===== config.mk =====
export PLATFORM = sky130hd
export DESIGN_NAME = joystick_tank_drive_mixer_top_flat
export DESIGN_NICKNAME = d
export VERILOG_FILES = /design/src/design/jtd_pkg.sv /design/src/design/jtd_in_if.sv /design/src/design/jtd_out_if.sv /design/src/design/joystick_tank_drive_mixer_top.sv /design/src/flat_wrapper.sv
export SDC_FILE = /design/constraint.sdc
export NUM_CORES = 1
export LEC_CHECK = 0
export BUFFER_PORTS_ARGS = -buffer_cell sky130_fd_sc_hd__buf_2
export CORE_MARGIN = 2
export CORE_UTILIZATION = 35
export DETAILED_ROUTE_END_ITERATION = 7
export SLEW_MARGIN = 0
export SYNTH_ARGS = -nofsm -noshare
export SYNTH_HDL_FRONTEND = slang
export SYNTH_SLANG_ARGS = --single-unit

===== constraint.sdc =====
create_clock -name clk -period 12.49 [get_ports clk]
set_clock_uncertainty 0.2 [all_clocks]
set_input_delay 1.249 -clock clk [delete_from_list [all_inputs] [get_ports clk]]
set_output_delay 1.249 -clock clk [all_outputs]
set_load 0.02 [all_outputs]

===== src/design/jtd_pkg.sv =====
package jtd_pkg;

    // field and datapath widths
    localparam int XW      = 8;    // stick position
    localparam int CW      = 16;   // Q1.14 rotation coefficient
    localparam int VW      = 9;    // velocity
    localparam int MW      = 16;   // shared multiplier operand
    localparam int PW      = 2 * MW;
    localparam int AW      = 25;   // rotation accumulator
    localparam int ROT_SHIFT = 10;
    localparam int RW      = AW - ROT_SHIFT;  // rotated component, 4 fraction bits
    localparam int SW      = 28;   // signed square, 8 fraction bits
    localparam int TW      = SW + 1;  // sum or difference of squares
    localparam int QW      = 28;   // root remainder and partial root
    localparam int BW      = 27;   // root bit, starts at 2**26
    localparam int ROOT_BITS = 14;
    localparam int PADDR_W = 3;
    localparam int PDATA_W = 32;

    localparam logic [CW-1:0] RESET_COS = 16'd16135;
    localparam logic [CW-1:0] RESET_SIN = 16'd2845;
    localparam logic [7:0]    VEL_LIMIT = 8'd255;
    localparam logic [BW-1:0] ROOT_BIT_START = {1'b1, {(BW-1){1'b0}}};

    // register index, taken from paddr[2]
    localparam logic REG_COS = 1'b0;
    localparam logic REG_SIN = 1'b1;

    // multiplier schedule
    localparam logic [2:0] MS_XC  = 3'd0;
    localparam logic [2:0] MS_YS  = 3'd1;
    localparam logic [2:0] MS_XS  = 3'd2;
    localparam logic [2:0] MS_YC  = 3'd3;
    localparam logic [2:0] MS_SQX = 3'd4;
    localparam logic [2:0] MS_SQY = 3'd5;

    typedef enum logic [4:0] {
        ST_IDLE = 5'b00001,
        ST_MUL  = 5'b00010,
        ST_LOAD = 5'b00100,
        ST_ROOT = 5'b01000,
        ST_DONE = 5'b10000
    } state_t;

endpackage


===== src/design/jtd_in_if.sv =====
interface jtd_in_if;
    import jtd_pkg::*;

    logic                 valid;
    logic                 ready;
    logic signed [XW-1:0] stick_x;
    logic signed [XW-1:0] stick_y;
    logic                 reverse_button;

    modport source (output valid, output stick_x, output stick_y, output reverse_button,
                    input ready);
    modport sink   (input valid, input stick_x, input stick_y, input reverse_button,
                    output ready);
endinterface


===== src/design/jtd_out_if.sv =====
interface jtd_out_if;
    import jtd_pkg::*;

    logic                 valid;
    logic                 ready;
    logic signed [VW-1:0] left_velocity;
    logic signed [VW-1:0] right_velocity;
    logic                 facing_forward;

    modport source (output valid, output left_velocity, output right_velocity,
                    output facing_forward, input ready);
    modport sink   (input valid, input left_velocity, input right_velocity,
                    input facing_forward, output ready);
endinterface


===== src/design/joystick_tank_drive_mixer_top.sv =====
// Tank-drive mixer: each stick word (x, y, reverse button) is rotated by the
// rot_cos/rot_sin offset (Q1.14, APB registers at 0x0 and 0x4), each rotated
// component is squared keeping its sign, and left/right velocities are the
// signed square roots of the sum and difference, rounded to whole percent and
// limited to +/-255. A press (0 to 1 edge) of the reverse button flips
// facing_forward, which comes out with the same word. Each accepted word makes
// six passes through one shared 16x16 multiplier for rotation and squaring,
// then goes through two square roots (each one load step and 14 steps of a
// single root unit retiring two radicand bits per cycle), then loads the
// output register. The block takes one word at a time and is ready again the
// cycle after the output register is loaded. A finished result may wait in
// the output register while the next word is accepted; if it is still
// waiting when the next result is done, the block holds until it is taken.
module joystick_tank_drive_mixer_top
    import jtd_pkg::*;
(
    input  logic               clk,
    input  logic               rst_n,
    jtd_in_if.sink             stick,
    jtd_out_if.source          drive,
    input  logic               psel,
    input  logic               penable,
    input  logic               pwrite,
    input  logic [PADDR_W-1:0] paddr,
    input  logic [PDATA_W-1:0] pwdata,
    output logic [PDATA_W-1:0] prdata,
    output logic               pready
);

    state_t               state_reg, state_next;
    logic [2:0]           mstep_reg, mstep_next;
    logic                 pass_reg, pass_next;
    logic                 button_prev_reg, button_prev_next;
    logic                 dir_reg, dir_next;
    logic                 out_valid_reg, out_valid_next;
    logic [CW-1:0]        cos_reg, sin_reg;

    logic signed [XW-1:0] x_reg, x_next;
    logic signed [XW-1:0] y_reg, y_next;
    logic signed [AW-1:0] acc_reg, acc_next;
    logic signed [RW-1:0] rx_reg, rx_next;
    logic signed [RW-1:0] ry_reg, ry_next;
    logic signed [SW-1:0] sx_reg, sx_next;
    logic signed [SW-1:0] sy_reg, sy_next;
    logic [QW-1:0]        rem_reg, rem_next;
    logic [QW-1:0]        res_reg, res_next;
    logic [BW-1:0]        bit_reg, bit_next;
    logic                 neg_reg, neg_next;
    logic signed [VW-1:0] left_reg, left_next;
    logic signed [VW-1:0] right_reg, right_next;
    logic signed [VW-1:0] left_out_reg, left_out_next;
    logic signed [VW-1:0] right_out_reg, right_out_next;
    logic                 facing_out_reg, facing_out_next;

    // shared multiplier
    logic signed [MW-1:0] mul_a, mul_b;
    logic signed [PW-1:0] prod;
    logic signed [RW-1:0] abs_rx, abs_ry;
    logic signed [AW-1:0] rot_sum;

    // root unit
    logic [QW-1:0]        trial;
    logic                 fits;
    logic [QW-1:0]        res_step;
    logic [ROOT_BITS:0]   rounded;
    logic [10:0]          mag_pct;
    logic [7:0]           mag_sat;
    logic signed [VW-1:0] vel;
    logic signed [TW-1:0] radicand;
    logic [TW-1:0]        radicand_mag;

    logic accept_in;
    logic cfg_write;

    assign accept_in = stick.valid && stick.ready;
    assign stick.ready = (state_reg == ST_IDLE);
    assign drive.valid = out_valid_reg;
    assign drive.left_velocity = left_out_reg;
    assign drive.right_velocity = right_out_reg;
    assign drive.facing_forward = facing_out_reg;

    // APB
    assign pready = 1'b1;
    assign cfg_write = psel && penable && pwrite && pready;
    assign prdata = (paddr[2] == REG_SIN) ? {{(PDATA_W-CW){sin_reg[CW-1]}}, sin_reg}
                                          : {{(PDATA_W-CW){cos_reg[CW-1]}}, cos_reg};

    always_ff @(posedge clk or negedge rst_n)
    begin
        if (!rst_n)
        begin
            cos_reg <= RESET_COS;
            sin_reg <= RESET_SIN;
        end
        else if (cfg_write)
        begin
            if (paddr[2] == REG_SIN)
                sin_reg <= pwdata[CW-1:0];
            else
                cos_reg <= pwdata[CW-1:0];
        end
    end

    assign abs_rx = rx_reg[RW-1] ? -rx_reg : rx_reg;
    assign abs_ry = ry_reg[RW-1] ? -ry_reg : ry_reg;

    always_comb
    begin
        mul_a = {{(MW-XW){x_reg[XW-1]}}, x_reg};
        mul_b = cos_reg;
        case (mstep_reg)
            MS_XC:
            begin
                mul_a = {{(MW-XW){x_reg[XW-1]}}, x_reg};
                mul_b = cos_reg;
            end
            MS_YS:
            begin
                mul_a = {{(MW-XW){y_reg[XW-1]}}, y_reg};
                mul_b = sin_reg;
            end
            MS_XS:
            begin
                mul_a = {{(MW-XW){x_reg[XW-1]}}, x_reg};
                mul_b = sin_reg;
            end
            MS_YC:
            begin
                mul_a = {{(MW-XW){y_reg[XW-1]}}, y_reg};
                mul_b = cos_reg;
            end
            MS_SQX:
            begin
                mul_a = {{(MW-RW){rx_reg[RW-1]}}, rx_reg};
                mul_b = {{(MW-RW){1'b0}}, abs_rx};
            end
            MS_SQY:
            begin
                mul_a = {{(MW-RW){ry_reg[RW-1]}}, ry_reg};
                mul_b = {{(MW-RW){1'b0}}, abs_ry};
            end
            default:
            begin
                mul_a = {{(MW-XW){x_reg[XW-1]}}, x_reg};
                mul_b = cos_reg;
            end
        endcase
    end

    assign prod = mul_a * mul_b;
    assign rot_sum = (mstep_reg == MS_YS) ? acc_reg - prod[AW-1:0] : acc_reg + prod[AW-1:0];

    // one step of the digit-by-digit root
    assign trial = res_reg + {{(QW-BW){1'b0}}, bit_reg};
    assign fits = (rem_reg >= trial);
    assign res_step = fits ? (res_reg >> 1) + {{(QW-BW){1'b0}}, bit_reg} : (res_reg >> 1);

    // round half up to whole percent, then limit
    assign rounded = {1'b0, res_step[ROOT_BITS-1:0]} + (ROOT_BITS+1)'(8);
    assign mag_pct = {{(11-(ROOT_BITS-3)){1'b0}}, rounded[ROOT_BITS:4]};
    assign mag_sat = (mag_pct > {3'b000, VEL_LIMIT}) ? VEL_LIMIT : mag_pct[7:0];
    assign vel = neg_reg ? -$signed({1'b0, mag_sat}) : $signed({1'b0, mag_sat});

    assign radicand = pass_reg ? ($signed({sx_reg[SW-1], sx_reg}) - $signed({sy_reg[SW-1], sy_reg}))
                               : ($signed({sx_reg[SW-1], sx_reg}) + $signed({sy_reg[SW-1], sy_reg}));
    assign radicand_mag = radicand[TW-1] ? -radicand : radicand;

    always_comb
    begin
        state_next = state_reg;
        mstep_next = mstep_reg;
        pass_next = pass_reg;
        button_prev_next = button_prev_reg;
        dir_next = dir_reg;
        out_valid_next = out_valid_reg;
        x_next = x_reg;
        y_next = y_reg;
        acc_next = acc_reg;
        rx_next = rx_reg;
        ry_next = ry_reg;
        sx_next = sx_reg;
        sy_next = sy_reg;
        rem_next = rem_reg;
        res_next = res_reg;
        bit_next = bit_reg;
        neg_next = neg_reg;
        left_next = left_reg;
        right_next = right_reg;
        left_out_next = left_out_reg;
        right_out_next = right_out_reg;
        facing_out_next = facing_out_reg;

        if (drive.valid && drive.ready)
            out_valid_next = 1'b0;

        case (state_reg)
            ST_IDLE:
            begin
                if (accept_in)
                begin
                    x_next = stick.stick_x;
                    y_next = stick.stick_y;
                    if (stick.reverse_button && !button_prev_reg)
                        dir_next = !dir_reg;
                    button_prev_next = stick.reverse_button;
                    mstep_next = MS_XC;
                    state_next = ST_MUL;
                end
            end
            ST_MUL:
            begin
                mstep_next = mstep_reg + 3'd1;
                case (mstep_reg)
                    MS_XC:  acc_next = prod[AW-1:0];
                    MS_YS:  rx_next = rot_sum[AW-1:ROT_SHIFT];
                    MS_XS:  acc_next = prod[AW-1:0];
                    MS_YC:  ry_next = rot_sum[AW-1:ROT_SHIFT];
                    MS_SQX: sx_next = prod[SW-1:0];
                    MS_SQY:
                    begin
                        sy_next = prod[SW-1:0];
                        pass_next = 1'b0;
                        state_next = ST_LOAD;
                    end
                    default: state_next = ST_IDLE;
                endcase
            end
            ST_LOAD:
            begin
                neg_next = radicand[TW-1];
                rem_next = radicand_mag[QW-1:0];
                res_next = '0;
                bit_next = ROOT_BIT_START;
                state_next = ST_ROOT;
            end
            ST_ROOT:
            begin
                if (fits)
                    rem_next = rem_reg - trial;
                res_next = res_step;
                bit_next = bit_reg >> 2;
                if (bit_reg[0])
                begin
                    if (pass_reg)
                    begin
                        right_next = vel;
                        state_next = ST_DONE;
                    end
                    else
                    begin
                        left_next = vel;
                        pass_next = 1'b1;
                        state_next = ST_LOAD;
                    end
                end
            end
            ST_DONE:
            begin
                if (!out_valid_reg || drive.ready)
                begin
                    left_out_next = left_reg;
                    right_out_next = right_reg;
                    facing_out_next = dir_reg;
                    out_valid_next = 1'b1;
                    state_next = ST_IDLE;
                end
            end
            default: state_next = ST_IDLE;
        endcase
    end

    always_ff @(posedge clk or negedge rst_n)
    begin
        if (!rst_n)
        begin
            state_reg <= ST_IDLE;
            mstep_reg <= MS_XC;
            pass_reg <= 1'b0;
            button_prev_reg <= 1'b0;
            dir_reg <= 1'b1;
            out_valid_reg <= 1'b0;
        end
        else
        begin
            state_reg <= state_next;
            mstep_reg <= mstep_next;
            pass_reg <= pass_next;
            button_prev_reg <= button_prev_next;
            dir_reg <= dir_next;
            out_valid_reg <= out_valid_next;
        end
    end

    always_ff @(posedge clk)
    begin
        x_reg <= x_next;
        y_reg <= y_next;
        acc_reg <= acc_next;
        rx_reg <= rx_next;
        ry_reg <= ry_next;
        sx_reg <= sx_next;
        sy_reg <= sy_next;
        rem_reg <= rem_next;
        res_reg <= res_next;
        bit_reg <= bit_next;
        neg_reg <= neg_next;
        left_reg <= left_next;
        right_reg <= right_next;
        left_out_reg <= left_out_next;
        right_out_reg <= right_out_next;
        facing_out_reg <= facing_out_next;
    end

    a_accept_starts_mul: assert property (@(posedge clk) disable iff (!rst_n)
        accept_in |=> (state_reg == ST_MUL) && (mstep_reg == MS_XC))
        else $error("accepted word did not start the multiply sequence");

    a_press_toggles: assert property (@(posedge clk) disable iff (!rst_n)
        accept_in && stick.reverse_button && !button_prev_reg |=> dir_reg != $past(dir_reg))
        else $error("button press did not flip direction");

    a_root_bit_onehot: assert property (@(posedge clk) disable iff (!rst_n)
        (state_reg == ST_ROOT) |-> $onehot(bit_reg))
        else $error("root bit lost");

    a_vel_in_range: assert property (@(posedge clk) disable iff (!rst_n)
        drive.valid |-> (left_out_reg != 9'h100) && (right_out_reg != 9'h100))
        else $error("velocity outside limit");

endmodule

===== src/flat_wrapper.sv =====
// flat-port wrapper written by rule: the top's interface ports become plain ports
module joystick_tank_drive_mixer_top_flat import jtd_pkg::*;
  (clk, rst_n, psel, penable, pwrite, paddr, pwdata, prdata, pready, stick_valid, stick_stick_x, stick_stick_y, stick_reverse_button, stick_ready, drive_valid, drive_left_velocity, drive_right_velocity, drive_facing_forward, drive_ready);
  jtd_in_if stick_i ();
  jtd_out_if drive_i ();
  input  logic clk;
  input  logic rst_n;
  input  logic psel;
  input  logic penable;
  input  logic pwrite;
  input  logic [PADDR_W-1:0] paddr;
  input  logic [PDATA_W-1:0] pwdata;
  output logic [PDATA_W-1:0] prdata;
  output logic pready;
  input wire logic [$bits(stick_i.valid)-1:0] stick_valid;
  input wire logic [$bits(stick_i.stick_x)-1:0] stick_stick_x;
  input wire logic [$bits(stick_i.stick_y)-1:0] stick_stick_y;
  input wire logic [$bits(stick_i.reverse_button)-1:0] stick_reverse_button;
  output wire logic [$bits(stick_i.ready)-1:0] stick_ready;
  output wire logic [$bits(drive_i.valid)-1:0] drive_valid;
  output wire logic [$bits(drive_i.left_velocity)-1:0] drive_left_velocity;
  output wire logic [$bits(drive_i.right_velocity)-1:0] drive_right_velocity;
  output wire logic [$bits(drive_i.facing_forward)-1:0] drive_facing_forward;
  input wire logic [$bits(drive_i.ready)-1:0] drive_ready;
  assign stick_i.valid = stick_valid;
  assign stick_i.stick_x = stick_stick_x;
  assign stick_i.stick_y = stick_stick_y;
  assign stick_i.reverse_button = stick_reverse_button;
  assign stick_ready = stick_i.ready;
  assign drive_valid = drive_i.valid;
  assign drive_left_velocity = drive_i.left_velocity;
  assign drive_right_velocity = drive_i.right_velocity;
  assign drive_facing_forward = drive_i.facing_forward;
  assign drive_i.ready = drive_ready;
  joystick_tank_drive_mixer_top u_core (.clk(clk), .rst_n(rst_n), .stick(stick_i), .drive(drive_i), .psel(psel), .penable(penable), .pwrite(pwrite), .paddr(paddr), .pwdata(pwdata), .prdata(prdata), .pready(pready));
endmodule

# Yosys cells after proc, flatten, opt, wreduce, memory -nomap -nowiden
# Cells that the tools add are included.
[totals]
reg_bits = 292
inputBits = 59
elab_cells = 120
[op_classes]
n_addsub = 13
mul = 1
order_cmp = 2
n_eq_ne = 16
muxes = 29
n_bitwise = 2
reduce_logical = 33
[ops]
columns = ["cell", "n"]
rows = [
  ["case mux 28 bit (2 select lines)", 2],
  ["case mux 16 bit (3 select lines)", 2],
  ["2-to-1 mux 28 bit", 3],
  ["case mux 27 bit (2 select lines)", 1],
  ["2-to-1 mux 32 bit", 1],
  ["2-to-1 mux 15 bit", 2],
  ["negation 15 bit", 2],
  ["adder 28 x 28 -> 29 bit", 1],
  ["2-to-1 mux 29 bit", 1],
  ["subtractor 28 x 28 -> 29 bit", 1],
  ["adder 27 x 27 -> 28 bit", 1],
  ["adder 28 x 27 -> 28 bit", 1],
  ["greater-or-equal comparator 28 bit", 1],
  ["multiplier 16 x 16 -> 28 bit", 1],
  ["negation 28 bit", 1],
  ["subtractor 28 bit", 1],
  ["adder 25 bit", 1],
  ["2-to-1 mux 25 bit", 1],
  ["case mux 5 bit (5 select lines)", 1],
  ["subtractor 25 bit", 1],
  ["AND reduction 2 bit", 11],
  ["2-to-1 mux 5 bit", 4],
  ["adder 14 x 4 -> 15 bit (second input constant)", 1],
  ["AND reduction 3 bit", 4],
  ["29 further kinds", 50],
]

# Logic depth before layout (Yosys ltp)
[logic_depth]
ltp_word = 8
ltp_mapped = 43
ltp_nobuf = 42

# Worst setup path before layout
# No wires, ideal clock.
[synth_path]
path_kind = "reg2reg"
from = "register u_core.mstep_reg[0]"
to = "register u_core.rx_reg[13], data pin"
arrival_ps = 8886
t_required_ps = 12029
setup_slack_ps = 3143
path_stages_with_launch = 38
period_less_slack_ps = 9347
cell_sequence = "dfrtp_1 -> inv_1 -> ha_1 -> and2_1 -> a211o_1 -> clkbuf_1 -> clkbuf_1 -> o21ai_0 -> clkbuf_1 -> nor2_1 -> fa_1 -> inv_1 -> fa_1 -> inv_1 -> ha_1 -> fa_1 -> inv_1 -> fa_1 -> [... 2 more ...] -> ha_1 -> or2_2 -> o31a_1 -> or4_1 -> o2bb2ai_1 -> a21oi_2 -> nand2b_2 -> nor3_1 -> nand2b_1 -> o21ai_0 -> xnor2_1 -> ha_1 -> a21o_1 -> a221o_1 -> a31oi_1 -> o21ai_0 -> and2_1 -> xor2_1"
[synth_via]
elab_chain_cells = 6
elab_cells_between_ends = 13
[synth_rtl]
columns = ["item", "line_no", "rtl"]
rows = [
  ["start, declared", "joystick_tank_drive_mixer_top.sv:31", "logic [2:0] mstep_reg, mstep_next;"],
  ["start signal, assigned", "joystick_tank_drive_mixer_top.sv:286", "mstep_reg <= mstep_next;"],
  ["equality test 3 x 2 -> 1 bit or equality test 3 x 1 -> 1 bit (tied branches)", "joystick_tank_drive_mixer_top.sv:111, joystick_tank_drive_mixer_top.sv:151", ""],
  ["OR reduction 2 bit (no source line)", "--", ""],
  ["case mux 16 bit (3 select lines)", "joystick_tank_drive_mixer_top.sv:111", "case (mstep_reg)"],
  ["multiplier 16 x 16 -> 28 bit", "joystick_tank_drive_mixer_top.sv:150", "assign prod = mul_a * mul_b;"],
  ["adder 25 bit or subtractor 25 bit (tied branches)", "joystick_tank_drive_mixer_top.sv:151", "assign rot_sum = (mstep_reg == MS_YS) ? acc_reg - prod[AW-1:0] : acc_reg + prod[AW-1:0];"],
  ["2-to-1 mux 25 bit (*)", "joystick_tank_drive_mixer_top.sv:151", ""],
  ["net u_core.rot_sum[23]", "joystick_tank_drive_mixer_top.sv:59", "logic signed [AW-1:0] rot_sum;"],
  ["end signal, assigned", "joystick_tank_drive_mixer_top.sv:299", "rx_reg <= rx_next;"],
  ["end, declared", "joystick_tank_drive_mixer_top.sv:41", "logic signed [RW-1:0] rx_reg, rx_next;"],
]
# The timed path passes the listed nets; every way through them passes the cells marked *.
# A chain may end at the register's enable or synchronous reset.

# Worst setup path in the final report
[layout_path]
from = "register u_core.mstep_reg[0]"
to = "register u_core.ry_reg[13], data pin"
[layout_via]
elab_chain_cells = 6
elab_cells_between_ends = 13
[layout_rtl]
columns = ["item", "line_no", "rtl"]
rows = [
  ["equality test 3 x 2 -> 1 bit or equality test 3 x 1 -> 1 bit (tied branches)", "joystick_tank_drive_mixer_top.sv:111", ""],
  ["OR reduction 2 bit (no source line)", "--", ""],
  ["case mux 16 bit (3 select lines)", "joystick_tank_drive_mixer_top.sv:111", ""],
  ["multiplier 16 x 16 -> 28 bit (*)", "joystick_tank_drive_mixer_top.sv:150", ""],
  ["net u_core.prod[14]", "joystick_tank_drive_mixer_top.sv:57", "logic signed [PW-1:0] prod;"],
  ["adder 25 bit or subtractor 25 bit (tied branches)", "joystick_tank_drive_mixer_top.sv:151", ""],
  ["2-to-1 mux 25 bit (*)", "joystick_tank_drive_mixer_top.sv:151", ""],
  ["net u_core.rot_sum[23]", "joystick_tank_drive_mixer_top.sv:59", ""],
  ["end signal, assigned", "joystick_tank_drive_mixer_top.sv:300", "ry_reg <= ry_next;"],
  ["end, declared", "joystick_tank_drive_mixer_top.sv:42", "logic signed [RW-1:0] ry_reg, ry_next;"],
]
# Marked as above.

==> results.md <==
- Post-CTS Setup Bufs: 0
- Die W: 282 um
- CTS buffer count: 31
- Die Ht: around 280 um
- Final WL: 65900 um
- Slew headroom: 0.149
- Clock sink count: about 280
- Post-Syn Instances: 2797
- WHS Path Cells: 0
- I/O pin count: 113
- Ranking of synthesized cells by area: edfxtp_1 26%, fa_1 17%, ha_1 9.1%
- YS warnings: 0
- Register area share after synthesis: 0.302
- Top sig layer: met5
- Status: finished, final reports clean
- Final setup vio count: 0
- Share of cells above drive strength 1: 0.113
- Worst Setup End Kind: flop
- Share of the synthesized area in the top cell type: 0.260
- Hold buffers post-CTS: 0
- Worst EP arrival: 11.17 ns
- Type of the worst setup path: reg2reg
- Clock Pin Slew Worst Setup and Hold Paths: 0.06 ns
- Startpoint Class: flop
- Num rows: between 100 and 150
- Max cap viols: 0
- NumNets Final: ~3300
- Place WS: around 1.6 ns
- Netlist cell types: 90
- Root buffer cell: clkbuf_16
- Antenna-violating nets left: 0
- Largest net degree at the start of global routing: 61
- Worst path most repeated cell: fa_1
- M1 WL: 29500 um
- Top FF cell, synth: edfxtp_1
- First-pass GRT wire length: approximately 110000 um
- DRC: 0
- Worst r2r path cells: 35
- Slowest-stage cell, CP: and2_1
- Hpwl dp: 51900 um
- Mapped cell area: 27100 um2
- Final period util: 0.879
- Unrepaired setup endpoints after global routing: no
- Setup TNS: 0 ns
- Grt total ovfl: 0
- Die area: roughly 80000 um2
- Critical Path RT: 12.68 ns
- Via count of the first global-routing pass: 20000
- Starting DRT DRC Count: 1125
- Final worst slack: roughly 1.5 ns
- Antenna Cells: 0
- Slew @ Worst Pin: 1.27 ns
- Asr flop ratio synth: 0.158
- IO buf count: 93
- GRT Resource Usage Total: 0.166
- Area growth, synth to finish: 10.2%
- Post-CTS sizing: 0
- Via count: 19900
- Peak Freq: 91.1 MHz
- Post-synth top area cell: edfxtp_1
- Worst path depth: 35
- Mapped Nets: 3280
- Initial Util: 0.352
- First-pass DRT Iterations: 5
- H-tree levels: 1
- Core area: 77100 um2
- Clock insertion delay at the later pin of the skew report: 0.61 ns
- Antenna violations before repair: 7
- Critical path buffer and inverter count: 5
- Worst path max stage delay: 0.73 ns
- CP top delay family: adder cells
- Routed met3 length: 3590 um
- Vias/cell: 5.06
- Syn_area_per_cell: 9.69 um2
- Max clock buf depth: 3
- CTS tree: built
- Tmin final: 10.98 ns
- Final GP Congestion: 0.871
- Count of pins over their slew limit: 0
- Met2 Wirelength: 30700 um
- Hold Crit Class: reg2reg
- Number of synthesized register bits: 279
- Post-synth EDFFs: about 240
- Fin. Hold Viols: 0
- Crit-path max FO: 22
- DR WL/cell: 16.8 um
==> synth_stat cells, drive strengths merged (25+ instances only) <==
master and instances:
a211oi 25, a21o 44, a21oi 150, a31oi 39, and2 35, buf 31
clkbuf 62, dfrtp 26, edfxtp 235, fa 227, ha 197, inv 332
mux2 52, nand2 235, nand2b 37, nand3 28, nor2 274, nor2b 32
nor3 44, o21a 28, o21ai 107, or2 29, xnor2 169, xor2 85
==> through the flow <==
| step | instance area [um2] | hold WS [ns] | instances | util |
|---|---|---|---|---|
| final | 29900 | 0.218 | 3930 | 0.388 |
| after global routing | 29900 | 0.223 | 3930 | 0.388 |
| after CTS | 29900 | 0.220 | 3930 | 0.388 |
| after detailed placement | 28800 | 0.205 | 3872 | 0.373 |
| after global placement | 28800 | 0.201 | 3872 | 0.373 |
| after floorplan | 27100 | 0.200 | 2797 | - |
==> kinds of logic (layout without fill, tap and decap cells) <==
kind of cell             Yosys count  count (layout)  share of synthesized area
AO/OA/AOI/OAI                    535             535                      0.127
other                              1               1                   0.000138
adder cells (fa/ha/maj)          424             424                      0.258
buffers and inverters            427             520                     0.0625
XOR/XNOR                         254             254                     0.0820
flip-flops                       279             279                      0.302
AND/OR/NAND/NOR                  815             815                      0.142
multiplexers                      62              62                     0.0254
==> layout by cell type (no fill, tap or decap), drive strengths merged, types with 7 or more instances in the layout <==
cell / netlist / final
dfstp: 18 / 18
nand2b: 37 / 37
a22oi: 14 / 14
buf: 31 / 128
nor2b: 32 / 32
and2: 35 / 35
o31a: 7 / 7
clkinv: 2 / 8
edfxtp: 235 / 235
nand4: 16 / 16
nor2: 274 / 274
o21bai: 17 / 17
a21oi: 150 / 150
and3: 15 / 15
a21o: 44 / 44
mux2: 52 / 52
o22ai: 12 / 12
inv: 332 / 342
nor4: 19 / 19
or2: 29 / 29
nand3: 28 / 28
a31o: 18 / 18
or4: 8 / 8
ha: 197 / 197
fa: 227 / 227
nand2: 235 / 235
a31oi: 39 / 39
xor2: 85 / 85
o21a: 28 / 28
or3: 14 / 14
xnor2: 169 / 169
o31ai: 17 / 17
mux2i: 10 / 10
a211oi: 25 / 25
dfrtp: 26 / 26
nor3: 44 / 44
o21ai: 107 / 107
clkbuf: 62 / 31
o211ai: 7 / 7
==> final timing paths <==
| kind | from | end | slack [ns] |
|---|---|---|---|
| max in group asynchronous | rst_n | u_core.sin_reg[13] | 10.89 |
| min in group asynchronous | rst_n | u_core.cos_reg[5] | 0.59 |
| max reg2reg | u_core.mstep_reg[0] | u_core.ry_reg[13] | 1.51 |
| min | u_core.left_reg[4] | u_core.drive.left_velocity[4] | 0.22 |
| max | u_core.mstep_reg[0] | u_core.ry_reg[13] | 1.51 |
| min reg2reg | u_core.left_reg[4] | u_core.drive.left_velocity[4] | 0.22 |
==> per-layer routing <==
layer,vias to the layer above,track usage
met3,115,0.0265
met1,9647,0.223
li1,9680,-
met4,6,0.0540
met2,450,0.274
met5,-,0
==> final cells by class <==
| class | instances | area (um2) |
|---|---|---|
| inverter | 334 | 1250 |
| timing repair buffer | 128 | 728 |
| fill | 7739 | 47200 |
| clock buffer | 31 | 776 |
| tap | 1040 | 1300 |
| sequential | 279 | 8180 |
| multi-input combinational | 2091 | 17300 |
| clock inverter | 27 | 360 |
==> worst reg2reg max path: cells and delay by family, from the launching register on <==
family	cells	cell delay, ns
fa+ha+maj	9	4.06
compound gates	11	3.21
simple gates	7	1.85
xor+xnor	3	0.63
flops	1	0.48
buf+inv	5	0.33
Power is left out: the tool's default activity adds up to more than one toggle a clock period on the data nets, which glitch-free logic cannot reach.
